**src/smseq_pkg.sv**
```systemverilog
// Package for the stepper move sequencer: field widths, codes, reset values,
// the full-step coil table and the result word layout.
// Depends on nothing; every other file of the block uses it.
`default_nettype none

package smseq_pkg;

  // Field widths of the input and result words.
  localparam int KIND_W     = 2;
  localparam int AXIS_W     = 2;
  localparam int DIST_W     = 24;
  localparam int DUR_W      = 20;
  localparam int STATUS_W   = 3;
  localparam int FIRED_W    = 3;
  localparam int COIL_W     = 4;
  localparam int MSTEPS_W   = 24;
  localparam int IV_W       = 30;
  localparam int OUT_AXES   = 3;

  // Configuration port.
  localparam int SPM_W      = 8;
  localparam int US_W       = 20;
  localparam int CFG_IDX_W  = 2;
  localparam int CFG_DATA_W = 20;

  localparam logic [CFG_IDX_W-1:0] CFG_STEPS_PER_MM = 2'd0;
  localparam logic [CFG_IDX_W-1:0] CFG_REJECT_BELOW = 2'd1;
  localparam logic [CFG_IDX_W-1:0] CFG_MIN_INTERVAL = 2'd2;

  localparam logic [SPM_W-1:0] SPM_RESET    = 8'd25;
  localparam logic [US_W-1:0]  REJECT_RESET = 20'd9000;
  localparam logic [US_W-1:0]  MIN_RESET    = 20'd10000;

  // Datapath widths. The product of a 24-bit magnitude and an 8-bit scale stays
  // below 2^31, so the rounded step count fits in 24 bits.
  localparam int PROD_W     = 32;
  localparam int FRAC_BITS  = 8;
  localparam int STEPS_W    = PROD_W - FRAC_BITS;
  localparam int N_W        = 30;
  localparam int DVD_W      = 32;
  localparam int DVS_W      = STEPS_W + 1;
  localparam int DIV_CNT_W  = 5;
  localparam int PHASE_W    = 2;

  localparam logic [PROD_W-1:0] ROUND_BIAS = 32'd127;
  localparam logic [N_W-1:0]    US_PER_MS  = 30'd1000;

  typedef enum logic [KIND_W-1:0] {
    KIND_TICK    = 2'd0,
    KIND_MOVE    = 2'd1,
    KIND_RELEASE = 2'd2
  } kind_t;

  typedef enum logic [STATUS_W-1:0] {
    STAT_STEP     = 3'd0,
    STAT_ACCEPTED = 3'd1,
    STAT_ZERO     = 3'd2,
    STAT_TOO_FAST = 3'd3,
    STAT_BUSY     = 3'd4,
    STAT_RELEASED = 3'd5
  } status_t;

  typedef enum logic [2:0] {
    S_IDLE,
    S_TICK,
    S_RELEASE,
    S_MULT,
    S_SCALE,
    S_DIV,
    S_DECIDE
  } state_t;

  typedef struct packed {
    status_t                             status;
    logic [FIRED_W-1:0]                  fired;
    logic [OUT_AXES-1:0][COIL_W-1:0]     coils;
    logic [MSTEPS_W-1:0]                 steps;
    logic [IV_W-1:0]                     interval;
    logic                                last;
  } res_t;

  // Full-step two-phase pattern for each phase, coils a,b,c,d from msb down.
  function automatic logic [COIL_W-1:0] coil_of_phase(input logic [PHASE_W-1:0] ph);
    logic [COIL_W-1:0] pat;
    case (ph)
      2'd0:    pat = 4'b1010;
      2'd1:    pat = 4'b0110;
      2'd2:    pat = 4'b0101;
      2'd3:    pat = 4'b1001;
      default: pat = 4'b0000;
    endcase
    return pat;
  endfunction

endpackage

`default_nettype wire

```
**src/smseq_in_if.sv**
```systemverilog
// Input channel of the stepper move sequencer: valid/ready plus the item fields.
// Depends on smseq_pkg for the field widths.
`default_nettype none

interface smseq_in_if;
  logic                                valid;
  logic                                ready;
  logic [smseq_pkg::KIND_W-1:0]        kind;
  logic [smseq_pkg::AXIS_W-1:0]        axis;
  logic signed [smseq_pkg::DIST_W-1:0] distance_q8;
  logic [smseq_pkg::DUR_W-1:0]         duration_ms;

  modport source (output valid, kind, axis, distance_q8, duration_ms, input ready);
  modport sink   (input valid, kind, axis, distance_q8, duration_ms, output ready);
endinterface

`default_nettype wire

```
**src/smseq_out_if.sv**
```systemverilog
// Result channel of the stepper move sequencer: valid/ready plus the result fields.
// Depends on smseq_pkg for the field widths.
`default_nettype none

interface smseq_out_if;
  logic                           valid;
  logic                           ready;
  logic [smseq_pkg::STATUS_W-1:0] status;
  logic [smseq_pkg::FIRED_W-1:0]  fired_mask;
  logic [smseq_pkg::COIL_W-1:0]   coils_x;
  logic [smseq_pkg::COIL_W-1:0]   coils_y;
  logic [smseq_pkg::COIL_W-1:0]   coils_z;
  logic [smseq_pkg::MSTEPS_W-1:0] move_steps;
  logic [smseq_pkg::IV_W-1:0]     move_interval_us;
  logic                           last_step;

  modport source (output valid, status, fired_mask, coils_x, coils_y, coils_z,
                  move_steps, move_interval_us, last_step, input ready);
  modport sink   (input valid, status, fired_mask, coils_x, coils_y, coils_z,
                  move_steps, move_interval_us, last_step, output ready);
endinterface

`default_nettype wire

```
**src/stepper_move_sequencer.sv**
```systemverilog
// Stepper move sequencer top level: per-axis step state, the move arithmetic
// and its shared restoring divider. Depends on smseq_pkg, smseq_in_if, smseq_out_if.
`default_nettype none

// Drives the full-step coils of up to AXES stepper axes from a stream of input
// words. A tick word is one microsecond of time: every running axis whose
// countdown has expired writes the coil pattern of its phase, moves its phase
// one way or the other and reloads its countdown; a result word comes out only
// when at least one axis stepped. A move word computes the step count with a
// single 24x8 multiply and the step interval with a 32-iteration restoring
// divider that retires one quotient bit per cycle, then reports accepted, zero
// move, too fast or busy. A release word switches every coil off but keeps the
// running moves. The block handles one input word at a time and is not ready
// while it works; a nonzero move spends most of its time in the divider.
// Finished results sit in an output register, so a new input word is taken
// while the previous result still waits; a word that needs to report while
// that register is still full holds its last cycle until the register drains.
module stepper_move_sequencer #(
  parameter int AXES            = 3,
  parameter int STEP_COUNT_BITS = 24
) (
  input  wire                                  clk,
  input  wire                                  rst_n,
  smseq_in_if.sink                             in_chan,
  smseq_out_if.source                          out_chan,
  input  wire                                  cfg_we,
  input  wire [smseq_pkg::CFG_IDX_W-1:0]       cfg_index,
  input  wire [smseq_pkg::CFG_DATA_W-1:0]      cfg_wdata
);

  localparam int AXCMP_W = 4;
  localparam logic [32:0] STEP_MAX = (33'd1 << STEP_COUNT_BITS) - 33'd1;

  // Configuration registers.
  logic [smseq_pkg::SPM_W-1:0] spm_r;
  logic [smseq_pkg::US_W-1:0]  reject_r;
  logic [smseq_pkg::US_W-1:0]  min_iv_r;

  // Sequencer state.
  smseq_pkg::state_t state_r, state_nxt;

  // Per-axis step state.
  logic [smseq_pkg::PHASE_W-1:0] phase_r [AXES];
  logic [smseq_pkg::PHASE_W-1:0] phase_nxt [AXES];
  logic                          fwd_r [AXES];
  logic                          fwd_nxt [AXES];
  logic [STEP_COUNT_BITS-1:0]    left_r [AXES];
  logic [STEP_COUNT_BITS-1:0]    left_nxt [AXES];
  logic [smseq_pkg::IV_W-1:0]    iv_r [AXES];
  logic [smseq_pkg::IV_W-1:0]    iv_nxt [AXES];
  logic [smseq_pkg::IV_W-1:0]    cd_r [AXES];
  logic [smseq_pkg::IV_W-1:0]    cd_nxt [AXES];
  logic [smseq_pkg::COIL_W-1:0]  coil_r [AXES];
  logic [smseq_pkg::COIL_W-1:0]  coil_nxt [AXES];

  // Move datapath registers.
  logic [smseq_pkg::AXIS_W-1:0]    ax_r, ax_nxt;
  logic                            neg_r, neg_nxt;
  logic [smseq_pkg::DIST_W-1:0]    mag_r, mag_nxt;
  logic [smseq_pkg::DUR_W-1:0]     dur_r, dur_nxt;
  logic [smseq_pkg::PROD_W-1:0]    prod_r, prod_nxt;
  logic [smseq_pkg::N_W-1:0]       n_r, n_nxt;
  logic [smseq_pkg::STEPS_W-1:0]   steps_r, steps_nxt;
  logic [smseq_pkg::DVD_W-1:0]     dvd_r, dvd_nxt;
  logic [smseq_pkg::DVS_W-1:0]     dvs_r, dvs_nxt;
  logic [smseq_pkg::DVS_W-1:0]     rem_r, rem_nxt;
  logic [smseq_pkg::DIV_CNT_W-1:0] cnt_r, cnt_nxt;

  // Output register.
  logic              out_valid_r, out_valid_nxt;
  smseq_pkg::res_t   res_r, res_nxt;

  // Combinational helpers.
  logic                          in_accept;
  logic                          slot_free;
  logic                          emit;
  logic [smseq_pkg::DIST_W-1:0]  dist_u;
  logic [smseq_pkg::PROD_W-1:0]  rounded;
  logic [smseq_pkg::STEPS_W-1:0] steps_raw;
  logic [smseq_pkg::STEPS_W-1:0] steps_sat;
  logic [smseq_pkg::DVS_W:0]     rem_sh;
  logic                          rem_ge;
  logic [smseq_pkg::IV_W-1:0]    quot;
  logic [smseq_pkg::IV_W-1:0]    iv_raised;
  logic                          too_fast;
  logic [AXES-1:0]               hit;
  logic [AXES-1:0]               running;
  logic [AXES-1:0]               fire;
  logic                          busy;
  logic                          last_any;
  logic [smseq_pkg::FIRED_W-1:0] fired3;

  assign in_accept     = in_chan.valid && in_chan.ready;
  assign in_chan.ready = (state_r == smseq_pkg::S_IDLE);
  assign slot_free     = !out_valid_r || out_chan.ready;
  assign dist_u        = in_chan.distance_q8;

  // Step count: round half down of |d| * steps_per_mm / 256, then saturate.
  assign rounded   = prod_r + smseq_pkg::ROUND_BIAS;
  assign steps_raw = rounded[smseq_pkg::PROD_W-1:smseq_pkg::FRAC_BITS];
  assign steps_sat = (33'(steps_raw) > STEP_MAX) ? smseq_pkg::STEPS_W'(STEP_MAX)
                                                 : steps_raw;

  // One restoring-division step: bring down the next dividend bit.
  assign rem_sh = {rem_r, dvd_r[smseq_pkg::DVD_W-1]};
  assign rem_ge = (rem_sh >= {1'b0, dvs_r});

  // After the last step the dividend register holds the quotient, which never
  // exceeds 1000 * duration and so fits the interval width.
  assign quot      = dvd_r[smseq_pkg::IV_W-1:0];
  assign too_fast  = (quot < smseq_pkg::IV_W'(reject_r));
  assign iv_raised = (quot < smseq_pkg::IV_W'(min_iv_r)) ? smseq_pkg::IV_W'(min_iv_r) : quot;

  always_comb begin
    for (int i = 0; i < AXES; i++) begin
      hit[i]     = ({2'b00, ax_r} == AXCMP_W'(i));
      running[i] = (left_r[i] != '0);
      fire[i]    = running[i] && (cd_r[i] == '0);
    end
    busy = |(hit & running);
  end

  always_comb begin
    state_nxt     = state_r;
    emit          = 1'b0;
    res_nxt       = res_r;
    ax_nxt        = ax_r;
    neg_nxt       = neg_r;
    mag_nxt       = mag_r;
    dur_nxt       = dur_r;
    prod_nxt      = prod_r;
    n_nxt         = n_r;
    steps_nxt     = steps_r;
    dvd_nxt       = dvd_r;
    dvs_nxt       = dvs_r;
    rem_nxt       = rem_r;
    cnt_nxt       = cnt_r;
    last_any      = 1'b0;
    fired3        = '0;
    for (int i = 0; i < AXES; i++) begin
      phase_nxt[i] = phase_r[i];
      fwd_nxt[i]   = fwd_r[i];
      left_nxt[i]  = left_r[i];
      iv_nxt[i]    = iv_r[i];
      cd_nxt[i]    = cd_r[i];
      coil_nxt[i]  = coil_r[i];
    end

    for (int i = 0; i < AXES; i++) begin
      if (fire[i] && (left_r[i] == STEP_COUNT_BITS'(1))) begin
        last_any = 1'b1;
      end
      if (i < smseq_pkg::OUT_AXES) begin
        fired3[i[1:0]] = fire[i];
      end
    end

    case (state_r)
      smseq_pkg::S_IDLE: begin
        if (in_accept) begin
          ax_nxt  = in_chan.axis;
          neg_nxt = dist_u[smseq_pkg::DIST_W-1];
          mag_nxt = dist_u[smseq_pkg::DIST_W-1] ? (~dist_u + 24'd1) : dist_u;
          dur_nxt = in_chan.duration_ms;
          case (smseq_pkg::kind_t'(in_chan.kind))
            smseq_pkg::KIND_TICK:    state_nxt = smseq_pkg::S_TICK;
            smseq_pkg::KIND_RELEASE: state_nxt = smseq_pkg::S_RELEASE;
            smseq_pkg::KIND_MOVE: begin
              // A move for an axis that is not built is dropped silently.
              if ({2'b00, in_chan.axis} < AXCMP_W'(AXES)) begin
                state_nxt = smseq_pkg::S_MULT;
              end
            end
            default: state_nxt = smseq_pkg::S_IDLE;
          endcase
        end
      end

      smseq_pkg::S_TICK: begin
        // Every axis advances in parallel; a tick with no step reports nothing.
        if (!(|fire) || slot_free) begin
          for (int i = 0; i < AXES; i++) begin
            if (fire[i]) begin
              coil_nxt[i]  = smseq_pkg::coil_of_phase(phase_r[i]);
              phase_nxt[i] = fwd_r[i] ? (phase_r[i] + 2'd1) : (phase_r[i] - 2'd1);
              left_nxt[i]  = left_r[i] - STEP_COUNT_BITS'(1);
              cd_nxt[i]    = (iv_r[i] == '0) ? '0 : (iv_r[i] - 30'd1);
            end else if (running[i]) begin
              cd_nxt[i] = cd_r[i] - 30'd1;
            end
          end
          emit             = |fire;
          res_nxt.status   = smseq_pkg::STAT_STEP;
          res_nxt.fired    = fired3;
          res_nxt.steps    = '0;
          res_nxt.interval = '0;
          res_nxt.last     = last_any;
          state_nxt        = smseq_pkg::S_IDLE;
        end
      end

      smseq_pkg::S_RELEASE: begin
        if (slot_free) begin
          for (int i = 0; i < AXES; i++) begin
            coil_nxt[i] = '0;
          end
          emit             = 1'b1;
          res_nxt.status   = smseq_pkg::STAT_RELEASED;
          res_nxt.fired    = '0;
          res_nxt.steps    = '0;
          res_nxt.interval = '0;
          res_nxt.last     = 1'b0;
          state_nxt        = smseq_pkg::S_IDLE;
        end
      end

      smseq_pkg::S_MULT: begin
        prod_nxt  = smseq_pkg::PROD_W'(mag_r) * smseq_pkg::PROD_W'(spm_r);
        n_nxt     = smseq_pkg::N_W'(dur_r) * smseq_pkg::US_PER_MS;
        state_nxt = smseq_pkg::S_SCALE;
      end

      smseq_pkg::S_SCALE: begin
        steps_nxt = steps_sat;
        if (steps_sat == '0) begin
          // Zero distance rounds to zero steps as well.
          if (slot_free) begin
            emit             = 1'b1;
            res_nxt.status   = smseq_pkg::STAT_ZERO;
            res_nxt.fired    = '0;
            res_nxt.steps    = '0;
            res_nxt.interval = '0;
            res_nxt.last     = 1'b0;
            state_nxt        = smseq_pkg::S_IDLE;
          end
        end else begin
          // Interval = (2N + steps - 1) / (2 * steps): round half down.
          dvd_nxt   = smseq_pkg::DVD_W'({n_r, 1'b0}) + smseq_pkg::DVD_W'(steps_sat)
                      - smseq_pkg::DVD_W'(1);
          dvs_nxt   = {steps_sat, 1'b0};
          rem_nxt   = '0;
          cnt_nxt   = smseq_pkg::DIV_CNT_W'(smseq_pkg::DVD_W - 1);
          state_nxt = smseq_pkg::S_DIV;
        end
      end

      smseq_pkg::S_DIV: begin
        rem_nxt = rem_ge ? smseq_pkg::DVS_W'(rem_sh - {1'b0, dvs_r})
                         : smseq_pkg::DVS_W'(rem_sh);
        dvd_nxt = {dvd_r[smseq_pkg::DVD_W-2:0], rem_ge};
        cnt_nxt = cnt_r - 5'd1;
        if (cnt_r == '0) begin
          state_nxt = smseq_pkg::S_DECIDE;
        end
      end

      smseq_pkg::S_DECIDE: begin
        if (slot_free) begin
          emit          = 1'b1;
          res_nxt.fired = '0;
          res_nxt.steps = steps_r;
          res_nxt.last  = 1'b0;
          if (too_fast) begin
            res_nxt.status   = smseq_pkg::STAT_TOO_FAST;
            res_nxt.interval = quot;
          end else if (busy) begin
            res_nxt.status   = smseq_pkg::STAT_BUSY;
            res_nxt.interval = iv_raised;
          end else begin
            res_nxt.status   = smseq_pkg::STAT_ACCEPTED;
            res_nxt.interval = iv_raised;
            for (int i = 0; i < AXES; i++) begin
              if (hit[i]) begin
                fwd_nxt[i]  = !neg_r;
                left_nxt[i] = STEP_COUNT_BITS'(steps_r);
                iv_nxt[i]   = iv_raised;
                cd_nxt[i]   = '0;
              end
            end
          end
          state_nxt = smseq_pkg::S_IDLE;
        end
      end

      default: state_nxt = smseq_pkg::S_IDLE;
    endcase

    // Coils are reported as they stand after the word; missing axes read as off.
    res_nxt.coils = '0;
    for (int i = 0; i < AXES; i++) begin
      if (i < smseq_pkg::OUT_AXES) begin
        res_nxt.coils[i[1:0]] = coil_nxt[i];
      end
    end

    out_valid_nxt = emit ? 1'b1 : (out_chan.ready ? 1'b0 : out_valid_r);
  end

  always_ff @(posedge clk) begin
    if (!rst_n) begin
      state_r     <= smseq_pkg::S_IDLE;
      out_valid_r <= 1'b0;
      spm_r       <= smseq_pkg::SPM_RESET;
      reject_r    <= smseq_pkg::REJECT_RESET;
      min_iv_r    <= smseq_pkg::MIN_RESET;
      for (int i = 0; i < AXES; i++) begin
        phase_r[i] <= '0;
        fwd_r[i]   <= 1'b1;
        left_r[i]  <= '0;
        iv_r[i]    <= '0;
        cd_r[i]    <= '0;
        coil_r[i]  <= '0;
      end
    end else begin
      state_r     <= state_nxt;
      out_valid_r <= out_valid_nxt;
      if (cfg_we) begin
        case (cfg_index)
          smseq_pkg::CFG_STEPS_PER_MM: spm_r    <= cfg_wdata[smseq_pkg::SPM_W-1:0];
          smseq_pkg::CFG_REJECT_BELOW: reject_r <= cfg_wdata[smseq_pkg::US_W-1:0];
          smseq_pkg::CFG_MIN_INTERVAL: min_iv_r <= cfg_wdata[smseq_pkg::US_W-1:0];
          default: begin
          end
        endcase
      end
      for (int i = 0; i < AXES; i++) begin
        phase_r[i] <= phase_nxt[i];
        fwd_r[i]   <= fwd_nxt[i];
        left_r[i]  <= left_nxt[i];
        iv_r[i]    <= iv_nxt[i];
        cd_r[i]    <= cd_nxt[i];
        coil_r[i]  <= coil_nxt[i];
      end
    end
  end

  // Datapath and result registers carry no reset.
  always_ff @(posedge clk) begin
    ax_r    <= ax_nxt;
    neg_r   <= neg_nxt;
    mag_r   <= mag_nxt;
    dur_r   <= dur_nxt;
    prod_r  <= prod_nxt;
    n_r     <= n_nxt;
    steps_r <= steps_nxt;
    dvd_r   <= dvd_nxt;
    dvs_r   <= dvs_nxt;
    rem_r   <= rem_nxt;
    cnt_r   <= cnt_nxt;
    if (emit) begin
      res_r <= res_nxt;
    end
  end

  assign out_chan.valid            = out_valid_r;
  assign out_chan.status           = res_r.status;
  assign out_chan.fired_mask       = res_r.fired;
  assign out_chan.coils_x          = res_r.coils[0];
  assign out_chan.coils_y          = res_r.coils[1];
  assign out_chan.coils_z          = res_r.coils[2];
  assign out_chan.move_steps       = res_r.steps;
  assign out_chan.move_interval_us = res_r.interval;
  assign out_chan.last_step        = res_r.last;

endmodule

`default_nettype wire
```
**src/flat_wrapper.sv**
```systemverilog
// flat-port wrapper written by rule: the top's interface ports become plain ports
module stepper_move_sequencer_flat 
#(
  parameter int AXES            = 3,
  parameter int STEP_COUNT_BITS = 24
)
  (clk, rst_n, cfg_we, cfg_index, cfg_wdata, in_chan_valid, in_chan_kind, in_chan_axis, in_chan_distance_q8, in_chan_duration_ms, in_chan_ready, out_chan_valid, out_chan_status, out_chan_fired_mask, out_chan_coils_x, out_chan_coils_y, out_chan_coils_z, out_chan_move_steps, out_chan_move_interval_us, out_chan_last_step, out_chan_ready);
  smseq_in_if in_chan_i ();
  smseq_out_if out_chan_i ();
  input  wire clk;
  input  wire rst_n;
  input  wire cfg_we;
  input  wire [smseq_pkg::CFG_IDX_W-1:0] cfg_index;
  input  wire [smseq_pkg::CFG_DATA_W-1:0] cfg_wdata;
  input wire logic [$bits(in_chan_i.valid)-1:0] in_chan_valid;
  input wire logic [$bits(in_chan_i.kind)-1:0] in_chan_kind;
  input wire logic [$bits(in_chan_i.axis)-1:0] in_chan_axis;
  input wire logic [$bits(in_chan_i.distance_q8)-1:0] in_chan_distance_q8;
  input wire logic [$bits(in_chan_i.duration_ms)-1:0] in_chan_duration_ms;
  output wire logic [$bits(in_chan_i.ready)-1:0] in_chan_ready;
  output wire logic [$bits(out_chan_i.valid)-1:0] out_chan_valid;
  output wire logic [$bits(out_chan_i.status)-1:0] out_chan_status;
  output wire logic [$bits(out_chan_i.fired_mask)-1:0] out_chan_fired_mask;
  output wire logic [$bits(out_chan_i.coils_x)-1:0] out_chan_coils_x;
  output wire logic [$bits(out_chan_i.coils_y)-1:0] out_chan_coils_y;
  output wire logic [$bits(out_chan_i.coils_z)-1:0] out_chan_coils_z;
  output wire logic [$bits(out_chan_i.move_steps)-1:0] out_chan_move_steps;
  output wire logic [$bits(out_chan_i.move_interval_us)-1:0] out_chan_move_interval_us;
  output wire logic [$bits(out_chan_i.last_step)-1:0] out_chan_last_step;
  input wire logic [$bits(out_chan_i.ready)-1:0] out_chan_ready;
  assign in_chan_i.valid = in_chan_valid;
  assign in_chan_i.kind = in_chan_kind;
  assign in_chan_i.axis = in_chan_axis;
  assign in_chan_i.distance_q8 = in_chan_distance_q8;
  assign in_chan_i.duration_ms = in_chan_duration_ms;
  assign in_chan_ready = in_chan_i.ready;
  assign out_chan_valid = out_chan_i.valid;
  assign out_chan_status = out_chan_i.status;
  assign out_chan_fired_mask = out_chan_i.fired_mask;
  assign out_chan_coils_x = out_chan_i.coils_x;
  assign out_chan_coils_y = out_chan_i.coils_y;
  assign out_chan_coils_z = out_chan_i.coils_z;
  assign out_chan_move_steps = out_chan_i.move_steps;
  assign out_chan_move_interval_us = out_chan_i.move_interval_us;
  assign out_chan_last_step = out_chan_i.last_step;
  assign out_chan_i.ready = out_chan_ready;
  stepper_move_sequencer #(.AXES(AXES), .STEP_COUNT_BITS(STEP_COUNT_BITS)) u_core (.clk(clk), .rst_n(rst_n), .in_chan(in_chan_i), .out_chan(out_chan_i), .cfg_we(cfg_we), .cfg_index(cfg_index), .cfg_wdata(cfg_wdata));
endmodule
```
**config.mk**
```make
export PLATFORM = sky130hd
export DESIGN_NAME = stepper_move_sequencer_flat
export DESIGN_NICKNAME = d
export VERILOG_FILES = /design/src/smseq_pkg.sv /design/src/smseq_in_if.sv /design/src/smseq_out_if.sv /design/src/stepper_move_sequencer.sv /design/src/flat_wrapper.sv
export SDC_FILE = /design/constraint.sdc
export NUM_CORES = 2
export LEC_CHECK = 0
export ABC_AREA = 1
export BUFFER_PORTS_ARGS = -buffer_cell sky130_fd_sc_hd__buf_2
export CORE_ASPECT_RATIO = 1.5
export CORE_MARGIN = 2
export CORE_UTILIZATION = 50
export CTS_CLUSTER_SIZE = 16
export DETAILED_ROUTE_END_ITERATION = 8
export GPL_ROUTABILITY_DRIVEN = 0
export PLACE_DENSITY = 0.66
export SLEW_MARGIN = 20
export SYNTH_ARGS = -nofsm -noshare
export SYNTH_HDL_FRONTEND = slang
export SYNTH_SLANG_ARGS = --single-unit
```
**constraint.sdc**
```tcl
create_clock -name clk -period 8.4 [get_ports clk]
set_clock_uncertainty 0.2 [all_clocks]
set_input_delay 1.68 -clock clk [delete_from_list [all_inputs] [get_ports clk]]
set_output_delay 1.68 -clock clk [all_outputs]
set_load 0.02 [all_outputs]
```
==> results.cfg <==
[outcome]
status = completed

[global_route]
grt_pass1_wl_um = 209800
grt_max_degree = 224
antenna_found_initial = 2
grt_pass1_vias = 39400
grtUsageTotal_pct = 28.02
overflow = 0

[critical_path]
end_kind = flop
r2r-end = u_core.prod_r[24]$_DFFE_PP_
cp.required_ns = 8.60
worst_path_max_delay_cell = dfxtp_1
critPathMostFrequentCell = fa_1
startpoint_type = flop
critPathKind = flop to flop
cp_cell_sequence = nand2_1 > fa_1 > fa_1 > inv_1 > fa_1 > inv_1 > fa_1 > inv_1 > ha_1 > a21oi_1 > o211ai_1 > nand2_1 > nand2_1 > a21boi_0 > o21ai_0 > a21oi_1 > xnor2_1
r2r_slack_ns = 2.79
r2r_cells = 17
crit_arrival_ns = 5.81
critPathMaxFanout = 25
slowest_delay_ns = 1.01
rr_startpoint = u_core.spm_r[2]$_SDFFE_PN0P_

[routing]
drt_first_pass_iters = 6
drt_iter0_markers = 2962
wl_per_cell_um = 17.59
ant_nets = 0
viasPerCell = 5.386
finalWirelength_um = 134400
drc = 0
vias = 41130

[final_layout]
drive_gt1_share_pct = 6.042
fin_area_sq_um = 50200
insertedDiodeCount = 0
fin_cells = 7636
fin_nets = 6941
area_delta_synth_final_pct = 7.873

[logic_synthesis]
synth_top_area_share_pct = 18.65
synth_warnings = 0
ys_ff_latch = 614
synth_edf_count = 289
syn_area_per_cell_sq_um = 7.298
synthFlopType = dfxtp_1
synth_area_leader_cell = edfxtp_1
synthCells = 6376
async_flop_share_pct = 0
syn_area_sq_um = 46530
synth_nets = 6914
synthDistinctLibCells = 62
ys_top_cells_by_area = edfxtp_1 (19%), dfxtp_1 (14%), nand2_1 (11%)
ys_seq_area_share_pct = 32.63

[power_and_ir_drop]
internal_power_mw = 7.345
p_leak_nw = 24.92
pwr-share-seq_pct = 29.7
p_sw_mw = 5.086
comb_power_share_pct = 46.3
switching_share_pct = 40.92
pwr-share-clk_pct = 24.0
p_per_area_nw_per_um2 = 247.6
peakVddDrop_uv = 272.7

[cts]
cts_resized = 0
clock_tree.buffer_depth = 3
htree_levels = 3
clk_pin_slew_ns = 0.06
cts_tree = done
clockRootBuffer = clkbuf_16
cts_hold_buf = 0
numCtsBuffers = 67
cts.sinks = 614
cts_setup_buffers = 0
insertion_delay_ns = 0.67

[floorplan]
die_y_um = 377.6
start_util_pct = 50.27
ios = 150
row_count = 137
die_area_sq_um = 95570
die_w_um = 253.1
fp.coreArea_sq_um = 92560

[timing]
hold_violations = 0
fin_crit_sh_pct = 66.84
rsz0062_at_grt = false
drv_slew = 0
tns_ns = 0
setup_slack_ns = 2.785
fmax_mhz = 178.1
holdWs_ns = 0.2624
tightest_slew_ns = 1.184
relSlewSlack_pct = 20.26
setup_viol = 0
post-route-min-period_ns = 5.615

[place]
portBuffers = 149
pre_cts_slack_ns = 2.854
dp.cells = 7515
dp_hpwl_um = 101800
dpl_cell_area_sq_um = 48050

[hold_path]
hold_path.class = flop to flop
hold_depth = 2
worstHoldStart = u_core.reject_r[7]$_SDFFE_PN0P_
min_to = u_core.reject_r[7]$_SDFFE_PN0P_

[flow_run]
cap_violations = 0
## per-stage QoR
| stage | total power, mW | utilization, % |
|---|---|---|
| floorplan | 8.091 | - |
| global route | 13.36 | 54.23 |
| CTS | 12.50 | 54.23 |
| detailed placement | 9.489 | 51.91 |
| finish | 12.43 | 54.23 |
| global placement | 9.396 | 51.91 |
## routing by layer
layer	vias up	track usage (%)	share of wire, %	routed length, um
met5	-	0	0	0
met4	0	16.89	6.4	8551
met3	376	3.039	4.4	5945
met2	1172	50.38	51	68140
met1	19160	31.78	38	51710
li1	20430	-	-	-
## cells in the final DEF (no fill, tap or decap), types with 6 or more instances in the layout
master and n:
nand2_1 1312, inv_1 1011, nor2_1 869, a21oi_1 430, nand3_1 381, o21ai_0 375
dfxtp_1 324, edfxtp_1 289, ha_1 259, fa_1 204, xor2_1 153, buf_2 148
nor3_1 84, xnor2_1 77, clkbuf_16 71, nand4_1 69, o211ai_1 36, buf_4 30
inv_2 27, or2_2 26, a31oi_1 26, nor4_1 25, a211oi_1 23, clkbuf_1 17
nand3b_1 16, a21o_1 13, o21bai_1 12, nand2_2 12, clkinv_2 10, nor2_2 9
nor2_4 9, o31ai_1 9, clkinv_1 8, a21boi_0 8, clkinvlp_4 6
## sequential cells by signal, summed over array words and instances, names as in the netlist, 8 cells and up
signal                            cells
u_core.cd_r                          90
u_core.iv_r                          90
u_core.left_r                        72
u_core.dvd_r                         32
u_core.prod_r                        32
u_core.out_chan.move_interval_us     30
u_core.n_r                           27
u_core.rem_r                         25
u_core.dvs_r                         24
u_core.mag_r                         24
u_core.out_chan.move_steps           24
u_core.steps_r                       24
u_core.dur_r                         20
u_core.min_iv_r                      20
u_core.reject_r                      20
u_core.coil_r                        12
u_core.spm_r                          8
## Yosys cell counts (12+ instances only)
cell type  instances
nand2_1         1314
inv_1           1012
nor2_1           874
a21oi_1          430
nand3_1          381
o21ai_0          375
dfxtp_1          325
edfxtp_1         289
ha_1             259
fa_1             204
xor2_1           153
clkbuf_1         149
nor3_1            85
xnor2_1           77
nand4_1           69
buf_2             36
o211ai_1          36
a31oi_1           27
inv_2             27
or2_2             26
nor4_1            25
a211oi_1          23
nand3b_1          16
a21o_1            13
o21bai_1          12
## worst max-delay path: cells and delay by family, from the launching register on
family | cells | cell delay, ns
AOI/OAI and AO/OA | 5 | 1.00
xor gates and xnor gates | 1 | 0.14
adders and majority gates | 5 | 2.41
buffers and inverters | 3 | 0.14
DFF | 1 | 1.01
and+or+nand+nor | 3 | 0.44
## power groups by stage
stage	Clock (mW)	Sequential, mW	Combinational [mW]
after floorplan	0	3.72	4.37
after global placement	0	3.75	5.64
after global routing	3.14	3.71	6.51
after CTS	3.04	3.69	5.77
after detailed placement	0	3.76	5.73
final	2.98	3.70	5.75
## kinds of logic (layout without fill, tap and decap cells)
group | after synthesis | count (layout) | synth area share, %
AND/OR/NAND/NOR | 2838 | 2838 | 25.50
AO/OA/AOI/OAI | 964 | 964 | 11.17
buffers and inverters | 1267 | 1346 | 10.62
XOR/XNOR | 230 | 230 | 4.329
adder cells (fa/ha/maj) | 463 | 463 | 15.74
flip-flops | 614 | 614 | 32.63
## worst max-delay path by stage
stage	from	endpoint
after floorplan	u_core.cd_r[0][60]$_SDFFE_PN0P_	u_core.out_chan.last_step$_DFFE_PP_
after global placement	u_core.spm_r[2]$_SDFFE_PN0P_	u_core.prod_r[24]$_DFFE_PP_
after detailed placement	u_core.spm_r[2]$_SDFFE_PN0P_	u_core.prod_r[24]$_DFFE_PP_
after CTS	u_core.spm_r[2]$_SDFFE_PN0P_	u_core.prod_r[24]$_DFFE_PP_
after global routing	u_core.spm_r[3]$_SDFFE_PN1P_	u_core.prod_r[24]$_DFFE_PP_
final	u_core.spm_r[2]$_SDFFE_PN0P_	u_core.prod_r[24]$_DFFE_PP_
## cell type report
cell class                 count  area (sq um)
sequential                   614         15190
timing repair buffer         180         997.2
tap                         1181          1478
clock inverter                32         290.3
fill                        9053         42370
clock buffer                  89          1854
multi-input combinational   4495         26460
inverter                    1045          3929
No activity file was read; power rests on OpenSTA's default activity.
